$ cat config.mk
export PLATFORM = sky130hd
export DESIGN_NAME = i2c_master_write_read_unit
export DESIGN_NICKNAME = d
export VERILOG_FILES = /design/src/i2cmwr_pkg.sv /design/src/i2cmwr_seq.sv /design/src/i2c_master_write_read_unit.sv
export SDC_FILE = /design/constraint.sdc
export NUM_CORES = 1
export LEC_CHECK = 0
export BUFFER_PORTS_ARGS = -buffer_cell sky130_fd_sc_hd__buf_4
export CORE_MARGIN = 5
export CORE_UTILIZATION = 55
export DETAILED_ROUTE_END_ITERATION = 10
export PLACE_DENSITY = 0.72
export SLEW_MARGIN = 20
export SYNTH_ARGS = -nofsm -noshare
export SYNTH_HDL_FRONTEND = slang
export SYNTH_SLANG_ARGS = --single-unit
$ cat constraint.sdc
create_clock -name clk -period 7.15 [get_ports clk]
set_input_delay 0.715 -clock clk [delete_from_list [all_inputs] [get_ports clk]]
set_output_delay 0.715 -clock clk [all_outputs]
set_load 0.05 [all_outputs]
$ cat src/i2cmwr_pkg.sv
package i2cmwr_pkg;

    // Command codes carried by one input beat
    localparam logic [1:0] CMD_TICK  = 2'd0;
    localparam logic [1:0] CMD_LOAD  = 2'd1;
    localparam logic [1:0] CMD_START = 2'd2;

    // Configuration register indexes
    localparam logic [1:0] CFG_WRITE_COUNT = 2'd0;
    localparam logic [1:0] CFG_READ_COUNT  = 2'd1;
    localparam logic [1:0] CFG_LENGTH_MODE = 2'd2;
    localparam logic [1:0] CFG_PHASE_TICKS = 2'd3;

    // Transaction status codes
    localparam logic [1:0] ST_NONE = 2'd0;
    localparam logic [1:0] ST_OK   = 2'd1;
    localparam logic [1:0] ST_NACK = 2'd2;

    // Read count assumed in length mode until the length byte arrives
    localparam logic [7:0] LEN_MODE_GUESS = 8'd100;
    localparam logic [15:0] PHASE_TICKS_RESET = 16'd200;

    typedef struct packed {
        logic [4:0]  write_count;
        logic [7:0]  read_count;
        logic        length_from_first;
        logic [15:0] phase_ticks;
    } cfg_t;

    typedef struct packed {
        logic       scl_level;
        logic       sda_pull_low;
        logic       rx_valid;
        logic [7:0] rx_data;
        logic       busy_res;
        logic [1:0] status;
    } res_t;

endpackage

$ cat src/i2cmwr_seq.sv
module i2cmwr_seq
    import i2cmwr_pkg::*;
#(
    parameter int TX_DEPTH = 16
)
(
    input  logic       clk,
    input  logic       rst_n,
    input  logic       step,
    input  cfg_t       cfg,
    input  logic [1:0] cmd,
    input  logic [7:0] tx_byte,
    input  logic [3:0] tx_slot,
    input  logic       sda_in,
    output res_t       res
);

    localparam int IDX_W = (TX_DEPTH > 1) ? $clog2(TX_DEPTH) : 1;
    localparam logic [IDX_W-1:0] IDX_LAST = IDX_W'(TX_DEPTH - 1);

    // Sequencer phase codes
    localparam logic [3:0] PH_IDLE        = 4'd0;
    localparam logic [3:0] PH_START_HOLD  = 4'd1;
    localparam logic [3:0] PH_WBIT_SETUP  = 4'd2;
    localparam logic [3:0] PH_WBIT_LOW    = 4'd3;
    localparam logic [3:0] PH_WACK_HIGH   = 4'd4;
    localparam logic [3:0] PH_WACK_SAMPLE = 4'd5;
    localparam logic [3:0] PH_NSTOP_HIGH  = 4'd6;
    localparam logic [3:0] PH_NSTOP_END   = 4'd7;
    localparam logic [3:0] PH_WACK_DONE   = 4'd8;
    localparam logic [3:0] PH_RBIT_HIGH   = 4'd9;
    localparam logic [3:0] PH_RBIT_SAMPLE = 4'd10;
    localparam logic [3:0] PH_RACK_HIGH   = 4'd11;
    localparam logic [3:0] PH_RACK_LOW    = 4'd12;
    localparam logic [3:0] PH_RACK_END    = 4'd13;
    localparam logic [3:0] PH_STOP_HIGH   = 4'd14;
    localparam logic [3:0] PH_STOP_END    = 4'd15;

    logic [7:0] store_mem [TX_DEPTH];

    logic [3:0]       phase_reg, phase_next;
    logic [15:0]      tick_reg, tick_next;
    logic [1:0]       left_reg, left_next;
    logic [2:0]       bit_reg, bit_next;
    logic [8:0]       byte_reg, byte_next;
    logic [7:0]       shift_reg, shift_next;
    logic [7:0]       total_reg, total_next;
    logic             scl_reg, scl_next;
    logic             sdal_reg, sdal_next;
    logic [IDX_W-1:0] idx_reg, idx_next;
    logic             pend_reg;
    logic             hit_reg;
    logic [7:0]       fwd_reg;
    logic [7:0]       rd_reg;

    logic             slot_ok;
    logic             wr_en;
    logic [IDX_W-1:0] wr_addr;
    logic             load_now;
    logic             do_nsec;
    logic [15:0]      pt_eff;
    logic [7:0]       eff_shift;
    logic [7:0]       rx_byte;
    logic [2:0]       bit_inc;
    logic [7:0]       nsec_total;

    assign slot_ok = int'(tx_slot) < TX_DEPTH;
    assign wr_en   = (cmd == CMD_LOAD) && slot_ok;
    assign wr_addr = IDX_W'(tx_slot);
    assign pt_eff  = (cfg.phase_ticks == 16'd0) ? 16'd1 : cfg.phase_ticks;
    assign bit_inc = bit_reg + 3'd1;

    // Shift value: a pending store read resolves here, with same-beat write forwarded
    assign eff_shift = pend_reg ? (hit_reg ? fwd_reg : rd_reg) : shift_reg;
    assign rx_byte   = {eff_shift[6:0], sda_in};
    assign nsec_total = cfg.length_from_first ? LEN_MODE_GUESS : cfg.read_count;

    // Next-state logic for one tick
    always_comb
    begin
        phase_next = phase_reg;
        tick_next  = tick_reg;
        left_next  = left_reg;
        bit_next   = bit_reg;
        byte_next  = byte_reg;
        shift_next = eff_shift;
        total_next = total_reg;
        scl_next   = scl_reg;
        sdal_next  = sdal_reg;
        idx_next   = idx_reg;
        load_now   = 1'b0;
        do_nsec    = 1'b0;
        res.rx_valid = 1'b0;
        res.rx_data  = 8'd0;
        res.status   = ST_NONE;

        if (phase_reg == PH_IDLE)
        begin
            if (cmd == CMD_START)
            begin
                scl_next   = 1'b1;
                sdal_next  = 1'b1;
                phase_next = PH_START_HOLD;
                left_next  = 2'd1;
                tick_next  = pt_eff;
            end
        end
        else if (tick_reg > 16'd1)
        begin
            tick_next = tick_reg - 16'd1;
        end
        else if (left_reg > 2'd1)
        begin
            left_next = left_reg - 2'd1;
            tick_next = pt_eff;
        end
        else
        begin
            unique case (phase_reg)
                PH_START_HOLD:
                begin
                    scl_next  = 1'b0;
                    byte_next = 9'd0;
                    idx_next  = '0;
                    do_nsec   = 1'b1;
                end
                PH_WBIT_SETUP:
                begin
                    sdal_next  = ~eff_shift[7];
                    scl_next   = 1'b1;
                    phase_next = PH_WBIT_LOW;
                    left_next  = 2'd1;
                    tick_next  = pt_eff;
                end
                PH_WBIT_LOW:
                begin
                    scl_next   = 1'b0;
                    shift_next = {eff_shift[6:0], 1'b0};
                    bit_next   = bit_inc;
                    left_next  = 2'd1;
                    tick_next  = pt_eff;
                    if (bit_inc == 3'd0)
                    begin
                        sdal_next  = 1'b0;
                        phase_next = PH_WACK_HIGH;
                    end
                    else
                    begin
                        phase_next = PH_WBIT_SETUP;
                    end
                end
                PH_WACK_HIGH:
                begin
                    scl_next   = 1'b1;
                    phase_next = PH_WACK_SAMPLE;
                    left_next  = 2'd1;
                    tick_next  = pt_eff;
                end
                PH_WACK_SAMPLE:
                begin
                    scl_next   = 1'b0;
                    sdal_next  = 1'b1;
                    phase_next = sda_in ? PH_NSTOP_HIGH : PH_WACK_DONE;
                    left_next  = 2'd1;
                    tick_next  = pt_eff;
                end
                PH_NSTOP_HIGH:
                begin
                    scl_next   = 1'b1;
                    phase_next = PH_NSTOP_END;
                    left_next  = 2'd1;
                    tick_next  = pt_eff;
                end
                PH_NSTOP_END:
                begin
                    sdal_next  = 1'b0;
                    phase_next = PH_IDLE;
                    res.status = ST_NACK;
                end
                PH_WACK_DONE:
                begin
                    sdal_next = 1'b1;
                    byte_next = byte_reg + 9'd1;
                    idx_next  = (idx_reg == IDX_LAST) ? '0 : idx_reg + IDX_W'(1);
                    do_nsec   = 1'b1;
                end
                PH_RBIT_HIGH:
                begin
                    scl_next   = 1'b1;
                    phase_next = PH_RBIT_SAMPLE;
                    left_next  = 2'd1;
                    tick_next  = pt_eff;
                end
                PH_RBIT_SAMPLE:
                begin
                    shift_next = rx_byte;
                    scl_next   = 1'b0;
                    bit_next   = bit_inc;
                    phase_next = PH_RBIT_HIGH;
                    left_next  = 2'd1;
                    tick_next  = pt_eff;
                    if (bit_inc == 3'd0)
                    begin
                        res.rx_valid = 1'b1;
                        res.rx_data  = rx_byte;
                        phase_next   = PH_RACK_HIGH;
                        // Last byte gets NACK, others ACK
                        if (({1'b0, byte_reg} + 10'd1) == {2'b00, total_reg})
                        begin
                            sdal_next = 1'b0;
                            left_next = 2'd1;
                        end
                        else
                        begin
                            sdal_next = 1'b1;
                            left_next = 2'd2;
                        end
                        if ((byte_reg == 9'd0) && cfg.length_from_first)
                        begin
                            total_next = rx_byte;
                        end
                    end
                end
                PH_RACK_HIGH:
                begin
                    scl_next   = 1'b1;
                    phase_next = PH_RACK_LOW;
                    left_next  = 2'd3;
                    tick_next  = pt_eff;
                end
                PH_RACK_LOW:
                begin
                    scl_next   = 1'b0;
                    phase_next = PH_RACK_END;
                    left_next  = 2'd1;
                    tick_next  = pt_eff;
                end
                PH_RACK_END:
                begin
                    byte_next = byte_reg + 9'd1;
                    left_next = 2'd1;
                    tick_next = pt_eff;
                    if ((byte_reg + 9'd1) < {1'b0, total_reg})
                    begin
                        sdal_next  = 1'b0;
                        shift_next = 8'd0;
                        bit_next   = 3'd0;
                        phase_next = PH_RBIT_HIGH;
                    end
                    else
                    begin
                        sdal_next  = 1'b1;
                        phase_next = PH_STOP_HIGH;
                    end
                end
                PH_STOP_HIGH:
                begin
                    scl_next   = 1'b1;
                    phase_next = PH_STOP_END;
                    left_next  = 2'd1;
                    tick_next  = pt_eff;
                end
                PH_STOP_END:
                begin
                    sdal_next  = 1'b0;
                    phase_next = PH_IDLE;
                    res.status = ST_OK;
                end
                default:
                begin
                    phase_next = PH_IDLE;
                end
            endcase
        end

        // Next section: another write byte, else reads, else STOP
        if (do_nsec)
        begin
            left_next = 2'd1;
            tick_next = pt_eff;
            if (byte_next < {4'b0000, cfg.write_count})
            begin
                load_now   = 1'b1;
                bit_next   = 3'd0;
                phase_next = PH_WBIT_SETUP;
            end
            else
            begin
                total_next = nsec_total;
                byte_next  = 9'd0;
                if (nsec_total != 8'd0)
                begin
                    sdal_next  = 1'b0;
                    shift_next = 8'd0;
                    bit_next   = 3'd0;
                    phase_next = PH_RBIT_HIGH;
                end
                else
                begin
                    sdal_next  = 1'b1;
                    phase_next = PH_STOP_HIGH;
                end
            end
        end

        res.scl_level    = scl_next;
        res.sda_pull_low = sdal_next;
        res.busy_res     = (phase_next != PH_IDLE);
    end

    // Control state
    always_ff @(posedge clk or negedge rst_n)
    begin
        if (!rst_n)
        begin
            phase_reg <= PH_IDLE;
            tick_reg  <= 16'd0;
            left_reg  <= 2'd0;
            bit_reg   <= 3'd0;
            byte_reg  <= 9'd0;
            shift_reg <= 8'd0;
            total_reg <= 8'd0;
            scl_reg   <= 1'b1;
            sdal_reg  <= 1'b0;
            idx_reg   <= '0;
            pend_reg  <= 1'b0;
        end
        else if (step)
        begin
            phase_reg <= phase_next;
            tick_reg  <= tick_next;
            left_reg  <= left_next;
            bit_reg   <= bit_next;
            byte_reg  <= byte_next;
            shift_reg <= shift_next;
            total_reg <= total_next;
            scl_reg   <= scl_next;
            sdal_reg  <= sdal_next;
            idx_reg   <= idx_next;
            pend_reg  <= load_now;
        end
    end

    // Transmit store: read-first, one write and one registered read per beat
    always_ff @(posedge clk)
    begin
        if (step)
        begin
            if (wr_en)
            begin
                store_mem[wr_addr] <= tx_byte;
            end
            if (load_now)
            begin
                rd_reg  <= store_mem[idx_next];
                hit_reg <= wr_en && (wr_addr == idx_next);
                fwd_reg <= tx_byte;
            end
        end
    end

    // A pending store read is only ever consumed by the bit setup phase
    a_pend_phase: assert property (@(posedge clk) disable iff (!rst_n)
        pend_reg |-> (phase_reg == PH_WBIT_SETUP))
        else $error("store read pending outside bit setup");

    // Any active phase is mid-wait with non-zero counters
    a_wait_live: assert property (@(posedge clk) disable iff (!rst_n)
        (phase_reg != PH_IDLE) |-> ((tick_reg != 16'd0) && (left_reg != 2'd0)))
        else $error("active phase with empty wait");

    // A received byte only comes out of the read sample phase
    a_rx_src: assert property (@(posedge clk) disable iff (!rst_n)
        (step && res.rx_valid) |-> (phase_reg == PH_RBIT_SAMPLE))
        else $error("rx byte outside read sample");

    // Final status only on the beat the transaction ends
    a_status_end: assert property (@(posedge clk) disable iff (!rst_n)
        (step && (res.status != ST_NONE)) |=> (phase_reg == PH_IDLE))
        else $error("status reported while still busy");

endmodule

$ cat src/i2c_master_write_read_unit.sv
// A beat's result is registered in the output stage before it is offered.
// One beat per cycle while in_ready is high; each beat is one bus tick through the sequencer,
// with the transmit store read registered and forwarded into the following beat.
// A two-entry output stage keeps input ready high while one result waits downstream.
// Reset (rst_n, asynchronous, active low): sequencer idle, SCL high, SDA released,
// configuration to its reset values; transmit store contents undefined until loaded.
module i2c_master_write_read_unit
    import i2cmwr_pkg::*;
#(
    parameter int TX_DEPTH = 16
)
(
    input  logic        clk,
    input  logic        rst_n,
    input  logic        in_valid,
    output logic        in_ready,
    input  logic [1:0]  cmd,
    input  logic [7:0]  tx_byte,
    input  logic [3:0]  tx_slot,
    input  logic        sda_in,
    output logic        out_valid,
    input  logic        out_ready,
    output logic        scl_level,
    output logic        sda_pull_low,
    output logic        rx_valid,
    output logic [7:0]  rx_data,
    output logic        busy_res,
    output logic [1:0]  status,
    input  logic        cfg_we,
    input  logic [1:0]  cfg_index,
    input  logic [15:0] cfg_data
);

    cfg_t cfg_reg;
    res_t res;
    res_t out_reg;
    res_t skid_reg;
    logic out_valid_reg;
    logic skid_valid_reg;
    logic in_fire;
    logic out_free;

    assign in_ready = ~skid_valid_reg;
    assign in_fire  = in_valid & in_ready;
    assign out_free = ~out_valid_reg | out_ready;

    // Configuration registers
    always_ff @(posedge clk or negedge rst_n)
    begin
        if (!rst_n)
        begin
            cfg_reg.write_count       <= 5'd0;
            cfg_reg.read_count        <= 8'd0;
            cfg_reg.length_from_first <= 1'b0;
            cfg_reg.phase_ticks       <= PHASE_TICKS_RESET;
        end
        else if (cfg_we)
        begin
            unique case (cfg_index)
                CFG_WRITE_COUNT: cfg_reg.write_count       <= cfg_data[4:0];
                CFG_READ_COUNT:  cfg_reg.read_count        <= cfg_data[7:0];
                CFG_LENGTH_MODE: cfg_reg.length_from_first <= cfg_data[0];
                CFG_PHASE_TICKS: cfg_reg.phase_ticks       <= cfg_data;
            endcase
        end
    end

    i2cmwr_seq #(
        .TX_DEPTH (TX_DEPTH)
    ) u_seq (
        .clk     (clk),
        .rst_n   (rst_n),
        .step    (in_fire),
        .cfg     (cfg_reg),
        .cmd     (cmd),
        .tx_byte (tx_byte),
        .tx_slot (tx_slot),
        .sda_in  (sda_in),
        .res     (res)
    );

    // Output stage valid flags
    always_ff @(posedge clk or negedge rst_n)
    begin
        if (!rst_n)
        begin
            out_valid_reg  <= 1'b0;
            skid_valid_reg <= 1'b0;
        end
        else if (out_free)
        begin
            out_valid_reg  <= skid_valid_reg | in_fire;
            skid_valid_reg <= 1'b0;
        end
        else if (in_fire)
        begin
            skid_valid_reg <= 1'b1;
        end
    end

    // Output stage payload
    always_ff @(posedge clk)
    begin
        if (out_free)
        begin
            out_reg <= skid_valid_reg ? skid_reg : res;
        end
        else if (in_fire)
        begin
            skid_reg <= res;
        end
    end

    assign out_valid    = out_valid_reg;
    assign scl_level    = out_reg.scl_level;
    assign sda_pull_low = out_reg.sda_pull_low;
    assign rx_valid     = out_reg.rx_valid;
    assign rx_data      = out_reg.rx_data;
    assign busy_res     = out_reg.busy_res;
    assign status       = out_reg.status;

    // Skid entry only ever sits behind a full output register
    a_skid_order: assert property (@(posedge clk) disable iff (!rst_n)
        skid_valid_reg |-> out_valid_reg)
        else $error("skid beat without output beat");

    // A stalled output with a full skid entry takes no new beat
    a_no_overrun: assert property (@(posedge clk) disable iff (!rst_n)
        (skid_valid_reg && !out_ready) |=> skid_valid_reg)
        else $error("skid beat lost while output stalled");

endmodule

## Word-level counts from Yosys, hierarchy flattened

Memories as Yosys holds them, arrays and structs flattened. A register that Yosys moved wholly into a read port is not among the register bits.
Cells that the tools add are included.

- Input bits: 38
- Word-level logic and storage cells: 206
- Output and inout port bits: 16
- Flip-flop bits (word level): 126
- RAM bits: 128
- Memories kept: 1

- Eq/ne operators: 25
- Reductions and logical operators: 29
- Muxes and demuxes: 103
- Magnitude comparators: 4
- Bitwise logic cells: 7
- $add $sub $neg: 6

Memories:

| memory | depth | width | rd ports | clocked after memory_dff | write ports | line | source |
|---|---|---|---|---|---|---|---|
| u_seq.store_mem | 16 | 8 | 1 | 1 | 1 | i2cmwr_seq.sv:39 | `logic [7:0] store_mem [TX_DEPTH];` |

Operators with widths:

| cell | count |
|---|---|
| $mux 8 | 18 |
| $mux 16 | 7 |
| $mux 9 | 10 |
| $pmux 4 s12 | 1 |
| $mux 4 | 11 |
| $eq 4x4->1 const B | 9 |
| $mux 3 | 10 |
| $mux 1 | 26 |
| $pmux 8 s3 | 1 |
| $mux 2 | 11 |
| $pmux 9 s2 | 1 |
| $eq 4x3->1 const B | 4 |
| $gt 16x1->1 const B | 1 |
| $logic_not 16->1 | 1 |
| $sub 16x1->16 const B | 1 |
| $mux 14 | 1 |
| $reduce_and 2->1 | 6 |
| $reduce_or 11->1 | 1 |
| $add 9x1->10 const B | 1 |
| $eq 10x8->1 | 1 |
| $reduce_or 2->1 | 5 |
| $add 9x1->9 const B | 1 |
| $logic_not 9->1 | 1 |
| $lt 9x5->1 | 1 |
| 35 further kinds | 44 |

## Longest topological paths before layout

Gate-level depths: netlist (run 1).

- Depth after elaboration: 11
- Mapped depth: 18
- Depth with buffers taken out: 16

## Hierarchy

From an unflattened synthesis (run 1), not the netlist that was laid out.

- Cells, all modules: 1103
- Area, all modules: 12864.8 µm²

By module, submodules not included:

| module | seq. area each (µm²) | cells each | instances | area an instance (µm²) |
|---|---|---|---|---|
| i2cmwr_seq | 5781.8 | 985 | 1 | 10575.1 |
| i2c_master_write_read_unit | 1645.3 | 118 | 1 | 2289.7 |

## Worst setup path after synthesis (run 1)

OpenSTA, ideal clock, no wires.

- Path type: register to register
- Start: register u_seq.tick_reg[6]
- End: register u_seq.fwd_reg[0], enable pin
- Setup time: 0.438 ns
- Stages on the path, launching flop included: 14
- Required time: 6.712 ns
- Data arrival time: 5.235 ns
- Path buffers: 2
- Path slack: 1.477 ns
- Period minus slack after synthesis: 5.673 ns
- Cell sequence: dfrtp_1 -> or4_4 -> or3_1 -> buf_2 -> or4_1 -> clkbuf_1 -> a22o_1 -> ha_1 -> nor2b_1 -> o21a_1 -> o21a_1 -> o21ai_0 -> nand4_1 -> nor4_1

- Word-level cells in the longest chain between the ends: 7
- Elaborated cells on any way between the ends: 9
- Those cells by class: order compare (2); mux (6); reduce/logical (1)

Ends and longest elaborated chain:

| what | line | source |
|---|---|---|
| start: declaration | i2cmwr_seq.sv:42 | `logic [15:0] tick_reg, tick_next;` |
| start signal: assignment | i2cmwr_seq.sv:331 | `tick_reg <= tick_next;` |
| $gt 16x1->1 (*) | i2cmwr_seq.sv:108 | `else if (tick_reg > 16'd1)` |
| $mux 9 | i2cmwr_seq.sv:108 |  |
| $mux 9 | i2cmwr_seq.sv:97 | `if (phase_reg == PH_IDLE)` |
| $lt 9x5->1 | i2cmwr_seq.sv:281 | `if (byte_next < {4'b0000, cfg.write_count})` |
| $mux 1 | i2cmwr_seq.sv:281 |  |
| $mux 1 (*) | i2cmwr_seq.sv:277 | `if (do_nsec)` |
| $reduce_and 2->1 (no line) (*) | -- |  |
| end signal: assignment | i2cmwr_seq.sv:357 | `fwd_reg <= tx_byte;` |
| end: declaration | i2cmwr_seq.sv:53 | `logic [7:0] fwd_reg;` |

Mark *: on every way between the ends. The rest lies on a longest branch, timed or not.
A chain may end at the register's enable or synchronous reset.

## Worst setup path in the final report (run 1)

- Start: register u_seq.tick_reg[12]
- End: register u_seq.shift_reg[2]

- Word-level cells in the longest chain between the ends: 6
- Elaborated cells on any way between the ends: 11
- Those cells by class: order compare (2); mux (9)

Ends and longest elaborated chain:

| what | line | source |
|---|---|---|
| $gt 16x1->1 (*) | i2cmwr_seq.sv:108 |  |
| $mux 9 or $mux 8 (tied branches) | i2cmwr_seq.sv:108 |  |
| $mux 9 or $mux 8 (tied branches) | i2cmwr_seq.sv:97 |  |
| $lt 9x5->1 or $mux 8 (tied branches) | i2cmwr_seq.sv:281, i2cmwr_seq.sv:291 |  |
| $mux 8 | i2cmwr_seq.sv:281 |  |
| $mux 8 (*) | i2cmwr_seq.sv:277 |  |
| end signal: assignment | i2cmwr_seq.sv:335 | `shift_reg <= shift_next;` |
| end: declaration | i2cmwr_seq.sv:46 | `logic [7:0] shift_reg, shift_next;` |

Marks and branches as above.

==> impl_metrics.ini, run 1 <==
[run]
cap_viol_max_count = 0

[setup_path]
worstPathCellList = nor4_1 > o2111ai_1 > or4_1 > a22o_1 > ha_1 > nor2b_1 > o21a_1 > o21a_1 > o21ai_0 > nand4_1 > o211ai_2 > nor2_1 > nor2_1
crit_slowest_cell = or4_1
required_ns = 7.62
cp-end-kind = flop
arrival_ns = 5.52
cpPeakStageDelay_ns = 0.77
critPathMaxFanout = 17
critPathTopFamily = simple AND/OR/NAND/NOR gates
r2r-start = u_seq.tick_reg[12]
cp.buffers_inverters = 0
critPathKind = flop to flop
crit_start = u_seq.tick_reg[12]
startpoint_type = flop

[floorplanning]
chipHeight_microns = 161
die_x_microns = 161
initial_core_util = 0.555
die-area_sq_mm = 0.0258
io_pins = 54
fp-row-count = 55
design.core.area_sq_mm = 0.0225

[finish]
nFillCells = 1772
diodes = 0
finish.utilization = 0.626
final_cell_area_sq_mm = 0.0141
layout-drive-gt1-share = 0.167
area_growth_pct = 12.7
largest_reg_flops = 128
instances_no_fill = 1394
fin_nets = 1144

[clock_network]
post-cts-setup-buffers = 0
clkTransAtPathRegs_ns = 0.06
postCtsHoldBufs = 0
clk_latency_ns = 0.55
cts.sinks = 262
clk_path_buf_depth = 3
clockRootBuffer = clkbuf_16
cts_resized = 0
cts_made_buffers = 28
htree_levels = 1
cts_tree = done

[yosys]
synth_top_area_share = 0.416
syn_nets = 1102
avgSynthCellArea_sq_um = 11.9
synth-seq-cells = 262
synthTopCellsByArea = edfxtp_1 42%, dfrtp_1 17%, mux2i_1 6.3%, mux2_2 4.7%, nor2_1 2.8%
synth_edf_count = 173
synth_ff_type = edfxtp_1
async_flop_share = 0.340
synthCells = 1045
yosysTopAreaCell = edfxtp_1
synth_cell_type_count = 68
synth_warnings = 0
synth_area_sq_mm = 0.0125
ys_seq_area_frac = 0.595

[place]
placed_cell_area_sq_mm = 0.0131
hpwl_microns = 18600
place.gp.congestion = 0.924
place_ws_ns = 2.16
port_buffers = 53
dpl.cell_count = 1342

[sta]
max_freq_mhz = 198
skew_ns = 0.0170
maxSlewViolCount = 0
period_share = 0.706
hold_viol = 0
slew_headroom = 0.280
fin_tns_setup_ns = 0
hold_slack_ns = 0.131
fin_ws_ns = 2.10
rsz0062_at_grt = false
tightest_slew_ns = 1.07
setup-violations-final = 0
layout_min_cycle_time_ns = 5.05

[routing]
drtIter0Drc = 696
ant_nets = 0
vias = 8395
drtPass1Iterations = 5
drc = 0
totalWireLength_microns = 27500
wl_per_cell_microns = 19.7
via_per_inst = 6.02

[global_routing]
grt_max_degree = 57
antenna_found_initial = 0
overflow = 0
grt_pass1_vias = 8271
grt_pass1_wl_microns = 44300
gr-usage-all-layers = 0.212

[pwr]
pwr_density_cell_mw_per_mm2 = 279
power_leakage_nw = 5.40
power_mw = 3.93
ir_drop_v = 0.000244

[hold_path]
hp-class = input pin to async pin

[run_status]
status = finished clean
-- routing by layer --
layer / track usage / up-vias / part of all wire
li1: - / 4012 / -
met1: 0.285 / 4051 / 0.42
met2: 0.348 / 259 / 0.48
met3: 0.0323 / 73 / 0.053
met4: 0.0829 / 0 / 0.045
met5: 0 / - / 0
-- worst register-to-register path: stages, from the launching register on --
cell and delay [ns]:
dfrtp_1 0.43, nor4_1 0.63, o2111ai_1 0.51, or4_1 0.77, a22o_1 0.32, ha_1 0.29, nor2b_1 0.13, o21a_1 0.16
o21a_1 0.16, o21ai_0 0.19, nand4_1 0.29, o211ai_2 0.66, nor2_1 0.28, nor2_1 0.16
-- power by group --
part	total (mW)	internal (mW)	switching [mW]
clock	1.48	0.899	0.583
sequential	1.89	1.74	0.148
combinational	0.562	0.219	0.343
-- layout make-up --
class,instances,area (sq um),area share
flip-flops and latches,262,7430,0.528
inverters,25,93.8,0.00667
well taps,285,357,0.0253
clock buffers,30,708,0.0503
multi-input cells,704,4740,0.337
clock inverters,22,258,0.0183
repair buffers,66,495,0.0352
-- placed cells by master, fill, tap and decap left out, types with 24 or more instances in the layout --
cell type,count
a21oi_1,39
buf_4,66
clkbuf_16,28
dfrtp_1,85
edfxtp_1,173
inv_1,24
mux2_2,52
mux2i_1,78
nand2_1,92
nor2_1,93
nor3_1,25
o21ai_0,68
-- cells in the mapped netlist, types with 4 or more instances --
| cell | instances |
|---|---|
| xnor2_1 | 8 |
| o31ai_1 | 19 |
| a31oi_1 | 12 |
| or4_1 | 4 |
| a221oi_1 | 6 |
| dfstp_2 | 4 |
| o21ai_0 | 68 |
| nor3_1 | 26 |
| a22o_1 | 4 |
| o2bb2ai_1 | 5 |
| buf_6 | 5 |
| o221ai_1 | 6 |
| ha_1 | 19 |
| inv_1 | 24 |
| dfrtp_1 | 85 |
| a22oi_1 | 5 |
| clkbuf_1 | 39 |
| nor2b_1 | 13 |
| nand2b_1 | 12 |
| edfxtp_1 | 173 |
| nand3_1 | 15 |
| nand2_1 | 92 |
| o22ai_1 | 11 |
| nor2_1 | 94 |
| nor4_1 | 12 |
| nand4_1 | 11 |
| a21oi_1 | 40 |
| or3_1 | 7 |
| o21a_1 | 7 |
| or2_2 | 4 |
| a21o_1 | 9 |
| mux2i_1 | 78 |
| a211oi_1 | 10 |
| buf_2 | 4 |
| mux2_2 | 52 |
| xor2_1 | 4 |
-- cell families after synthesis --
logic type	count (synthesis)	share of synthesized area
adders and majority gates	19	0.0190
and+or+nand+nor	307	0.115
buffers and inverters	79	0.0281
xor gates and xnor gates	12	0.00842
AOI/OAI and AO/OA	233	0.122
DFF	262	0.595
muxes	133	0.112
-- worst paths after layout --
| kind | end | slack [ns] | cells past startpoint |
|---|---|---|---|
| setup / recovery | u_seq.shift_reg[2] | 2.10 | 13 |
| hold / removal | u_seq.sdal_reg | 0.13 | 1 |
| setup reg to reg | u_seq.shift_reg[2] | 2.10 | 13 |
| hold reg to reg | u_seq.bit_reg[2] | 0.52 | 1 |
| max in group asynchronous | u_seq.tick_reg[6] | 5.93 | 2 |
| min in group clk | cfg_reg[8] | 0.40 | 2 |
(Power assumes the default switching activity.)
==> inputs of run 2 (changes only) <==
- PLACE_DENSITY: 0.72 -> 0.75
- clock period: 7.15 -> 4.53 ns (I/O delays scaled with it)
==> impl_metrics.ini, run 2 (synthesized netlist as in run 1, its figures left out) <==
[floorplanning]
die_x_microns = 161
io_pins = 54
design.core.area_sq_mm = 0.0225
chipHeight_microns = 161
fp-row-count = 55
die-area_sq_mm = 0.0258
initial_core_util = 0.555

[setup_path]
required_ns = 4.83
reg2reg_to = sda_pull_low
startpoint_type = flop
worstPathCellList = or4_4 > or3_4 > or4_1 > a22o_1 > ha_1 > nor2b_1 > o21a_1 > o21a_1 > o21ai_1 > nand4_1 > buf_4 > o211ai_1 > o21ai_1 > mux2_2
r2r_cells = 14
critPathKind = flop to flop
cpPeakStageDelay_ns = 0.59
cp.buffers_inverters = 1
critPathTopFamily = simple AND/OR/NAND/NOR gates
r2r-start = u_seq.tick_reg[4]
cp-end-kind = flop
critPathMaxFanout = 8
crit_slowest_cell = or4_1
arrival_ns = 4.69
rrSetupSlack_ns = 0.14

[sta]
period_share = 0.969
hold_slack_ns = 0.140
rsz0062_at_grt = false
setup-violations-final = 0
tightest_slew_ns = 1.08
layout_min_cycle_time_ns = 4.39
hold_viol = 0
max_freq_mhz = 228
maxSlewViolCount = 0
fin_tns_setup_ns = 0
slew_headroom = 0.273
skew_ns = 0.00941

[finish]
layout_common_cells = 173 x edfxtp_1, 93 x nor2_1, 92 x nand2_1
fin_nets = 1162
diodes = 0
finish.utilization = 0.629
area_growth_pct = 13.4
final_common_cell = edfxtp_1
largest_reg_flops = 128
layout-drive-gt1-share = 0.178
nFillCells = 1700
instances_no_fill = 1409

[global_routing]
grt_pass1_vias = 8312
grt_max_degree = 48
antenna_found_initial = 0
gr-usage-all-layers = 0.212
overflow = 0
grt_pass1_wl_microns = 44500

[routing]
totalWireLength_microns = 27900
drtPass1Iterations = 8
drtIter0Drc = 709
vias = 8579
via_per_inst = 6.09
wl_per_cell_microns = 19.8
ant_nets = 0
drc = 0

[place]
place.gp.congestion = 0.895
dpl.cell_count = 1357
hpwl_microns = 19100
port_buffers = 53

[clock_network]
cts_made_buffers = 28
clk_latency_ns = 0.54
cts.sinks = 262
htree_levels = 1
clockRootBuffer = clkbuf_16
clk_path_buf_depth = 3
clkTransAtPathRegs_ns = 0.06
cts_tree = done

[hold_path]
hp-class = input pin to flop
hold_path_startpoint = cfg_data[15]
whs_path_depth = 2
min_to = cfg_reg[15]

[pwr]
power_leakage_nw = 5.45
ir_drop_v = 0.000335
pwr_density_cell_mw_per_mm2 = 430

[run]
cap_viol_max_count = 0

[run_status]
status = finished clean
[run 2: changes by cell type in the layout (fill, tap and decap cells not counted), sizes merged]
cell | before | now
buf | 66 | 82
dlygate4sd3 | 0 | 1
bufinv | 5 | 1
clkinv | 18 | 11
clkbuf | 30 | 38
clkinvlp | 0 | 1
[run 2: how the worst max path moves through the flow]
stage	from	endpoint	slack, ns	cells after the start
final	u_seq.tick_reg[4]	sda_pull_low	0.14	14
after global routing	u_seq.tick_reg[4]	u_seq.shift_reg[1]	0.02	16
after CTS	u_seq.tick_reg[4]	sda_pull_low	0.08	13
after detailed placement	u_seq.tick_reg[4]	sda_pull_low	0.09	13
after global placement	u_seq.tick_reg[4]	sda_pull_low	0.17	13
after floorplan	u_seq.tick_reg[7]	u_seq.fwd_reg[0]	0.02	13
[run 2: area by class of cell]
type | instances | area (sq um) | share of cell area
clock buffers | 37 | 766 | 0.0541
clock inverters | 12 | 91.3 | 0.00645
inverters | 25 | 93.8 | 0.00663
multi-input cells | 704 | 4770 | 0.337
flip-flops and latches | 262 | 7430 | 0.525
well taps | 285 | 357 | 0.0252
repair buffers | 84 | 658 | 0.0465
[run 2: power by group]
| part | total, mW | leakage (nW) | internal [mW] | switching (mW) |
|---|---|---|---|---|
| clock network | 2.13 | 0.415 | 1.24 | 0.898 |
| registers | 2.93 | 2.61 | 2.75 | 0.175 |
| logic | 1.03 | 2.42 | 0.394 | 0.638 |
[run 2: metrics by stage]
step                      power, mW  setup WS [ns]  instance area, sq um
after CTS                      6.10         0.0816                 14100
after global placement         3.94          0.170                 13300
after floorplan                3.61         0.0176                 12500
after global routing           6.37         0.0243                 14200
after detailed placement       3.97         0.0947                 13300
final                          6.09          0.139                 14200
[run 2: timing repair]
action	4_1_cts	5_1_grt
endpoints found under the setup margin	0	19
hold endpoints to repair	43	0
gates resized for setup	0	1
buffers inserted	0	1
hold buffers	1	0
[run 2: routing by layer]
layer  global-route usage  part of all wire  vias to the layer above
li1                     -                 -                     4056
met2                0.354              0.48                      290
met3               0.0341             0.061                       60
met1                0.285              0.42                     4173
met5                    0                 0                        -
met4               0.0727             0.035                        0
==> inputs of run 3 (changes only) <==
- CTS_BUF_LIST: unset -> sky130_fd_sc_hd__clkbuf_4 sky130_fd_sc_hd__clkbuf_8
==> impl_metrics.ini, run 3 (synthesized netlist as in run 1, its figures left out) <==
[global_routing]
grt_pass1_vias = 8404
grt_max_degree = 48
grt_pass1_wl_microns = 44500
antenna_found_initial = 0
overflow = 0
gr-usage-all-layers = 0.213

[place]
place.gp.congestion = 0.895
dpl.cell_count = 1357
port_buffers = 53
hpwl_microns = 19100

[floorplanning]
io_pins = 54
chipHeight_microns = 161
design.core.area_sq_mm = 0.0225
fp-row-count = 55
die-area_sq_mm = 0.0258
die_x_microns = 161
initial_core_util = 0.555

[clock_network]
clockRootBuffer = clkbuf_8
cts_tree = done
htree_levels = 2
cts_made_buffers = 44
clk_latency_ns = 0.56
cts.sinks = 262
clk_path_buf_depth = 3
clkTransAtPathRegs_ns = 0.06

[setup_path]
critPathMaxFanout = 18
startpoint_type = flop
critPathKind = flop to flop
crit_slowest_cell = or4_4
worstPathCellList = or4_4 > or3_4 > or4_4 > a22o_1 > ha_1 > nor2b_1 > o21a_1 > o21a_1 > o21ai_1 > nand4_1 > buf_4 > nor4_4 > buf_12
arrival_ns = 4.59
cpPeakStageDelay_ns = 0.53
cp-end-kind = flop
required_ns = 4.78

[routing]
via_per_inst = 6.02
wl_per_cell_microns = 19.4
drtPass1Iterations = 7
ant_nets = 0
totalWireLength_microns = 27900
drtIter0Drc = 701
drc = 0
vias = 8674

[sta]
period_share = 0.959
max_freq_mhz = 230
tightest_slew_ns = 1.06
setup-violations-final = 0
slew_headroom = 0.287
hold_viol = 0
skew_ns = 0.0200
rsz0062_at_grt = false
maxSlewViolCount = 0
fin_tns_setup_ns = 0
layout_min_cycle_time_ns = 4.34

[pwr]
seqPwrFrac = 0.485
switching_power_mw = 1.76
switching_share = 0.292
pwr-share-comb = 0.172
p_int_mw = 4.27
ir_drop_v = 0.000305
power_mw = 6.03
power_leakage_nw = 5.49
p_clk_frac = 0.342
pwr_density_cell_mw_per_mm2 = 425

[finish]
instances_no_fill = 1441
diodes = 0
layout_common_cells = 173 x edfxtp_1, 93 x nor2_1, 92 x nand2_1
final_common_cell = edfxtp_1
fin_nets = 1179
area_growth_pct = 13.5
largest_reg_flops = 128
layout-drive-gt1-share = 0.203

[run]
cap_viol_max_count = 0

[run_status]
status = finished clean

[hold_path]
hp-class = input pin to flop
run 3: cell count changes in the layout (fill, tap and decap cells not counted), sizes merged:
| cell | before | now |
|---|---|---|
| buf | 82 | 83 |
| bufinv | 1 | 2 |
| clkbuf | 38 | 54 |
| clkinv | 11 | 22 |
| clkinvlp | 1 | 3 |
| inv | 24 | 25 |
run 3: path summary, 6_finish.rpt:
path / startpoint / to / slack (ns) / depth (start not counted)
max in group asynchronous: rst_n / cfg_reg[16] / 3.07 / 3
min in group asynchronous: rst_n / u_seq.bit_reg[2] / 0.45 / 2
min: cfg_data[15] / cfg_reg[15] / 0.13 / 2
min reg2reg: u_seq.tick_reg[15] / u_seq.tick_reg[15] / 0.51 / 2
max reg2reg: u_seq.tick_reg[4] / u_seq.rd_reg[5] / 0.19 / 13
max: u_seq.tick_reg[4] / u_seq.rd_reg[5] / 0.19 / 13
run 3: critical path: cells and delay by family (launching register included):
family | cells | cell delay, ns
adder cells (fa/ha/maj) | 1 | 0.30
AO/OA/AOI/OAI | 4 | 0.74
AND/OR/NAND/NOR | 6 | 2.14
buffers and inverters | 2 | 0.42
flip-flops | 1 | 0.44
run 3: timing repair:
item,4_1_cts,5_1_grt
hold endpoints to repair,43,0
resized for setup,0,1
hold buffers,1,0
endpoints found under the setup margin,0,24
buffers inserted,0,2
run 3: cell type report:
type / count / area [sq um]
Clock inverter: 27 / 184
Inverter: 25 / 93.8
Sequential cell: 262 / 7430
Clock buffer: 53 / 679
Tap cell: 285 / 357
Timing Repair Buffer: 85 / 666
Fill cell: 1738 / 8330
Multi-Input combinational cell: 704 / 4770
run 3: power by group through the flow:
stage / Combinational, mW / Sequential (mW) / Clock (mW)
after floorplan: 0.663 / 2.95 / 0
after global placement: 0.985 / 2.95 / 0
after detailed placement: 1.00 / 2.97 / 0
after CTS: 1.01 / 2.92 / 2.11
after global routing: 1.15 / 2.95 / 2.23
final: 1.04 / 2.93 / 2.06
run 3: routing by layer:
layer / vias to the layer above / global-route usage / part of all wire
li1: 4093 / - / -
met1: 4214 / 0.282 / 0.42
met2: 307 / 0.354 / 0.49
met3: 60 / 0.0452 / 0.067
met4: 0 / 0.0727 / 0.028
met5: - / 0 / 0
run 3: stage by stage:
step	hold WS (ns)	setup slack, ns	util	area (sq um)
2_1_floorplan	0.157	0.0176	-	12500
3_3_place_gp	0.489	0.170	0.589	13300
3_5_place_dp	0.500	0.0947	0.589	13300
4_1_cts	0.105	0.0561	0.628	14100
5_1_grt	0.106	0.0669	0.630	14200
6_report	0.129	0.187	0.630	14200
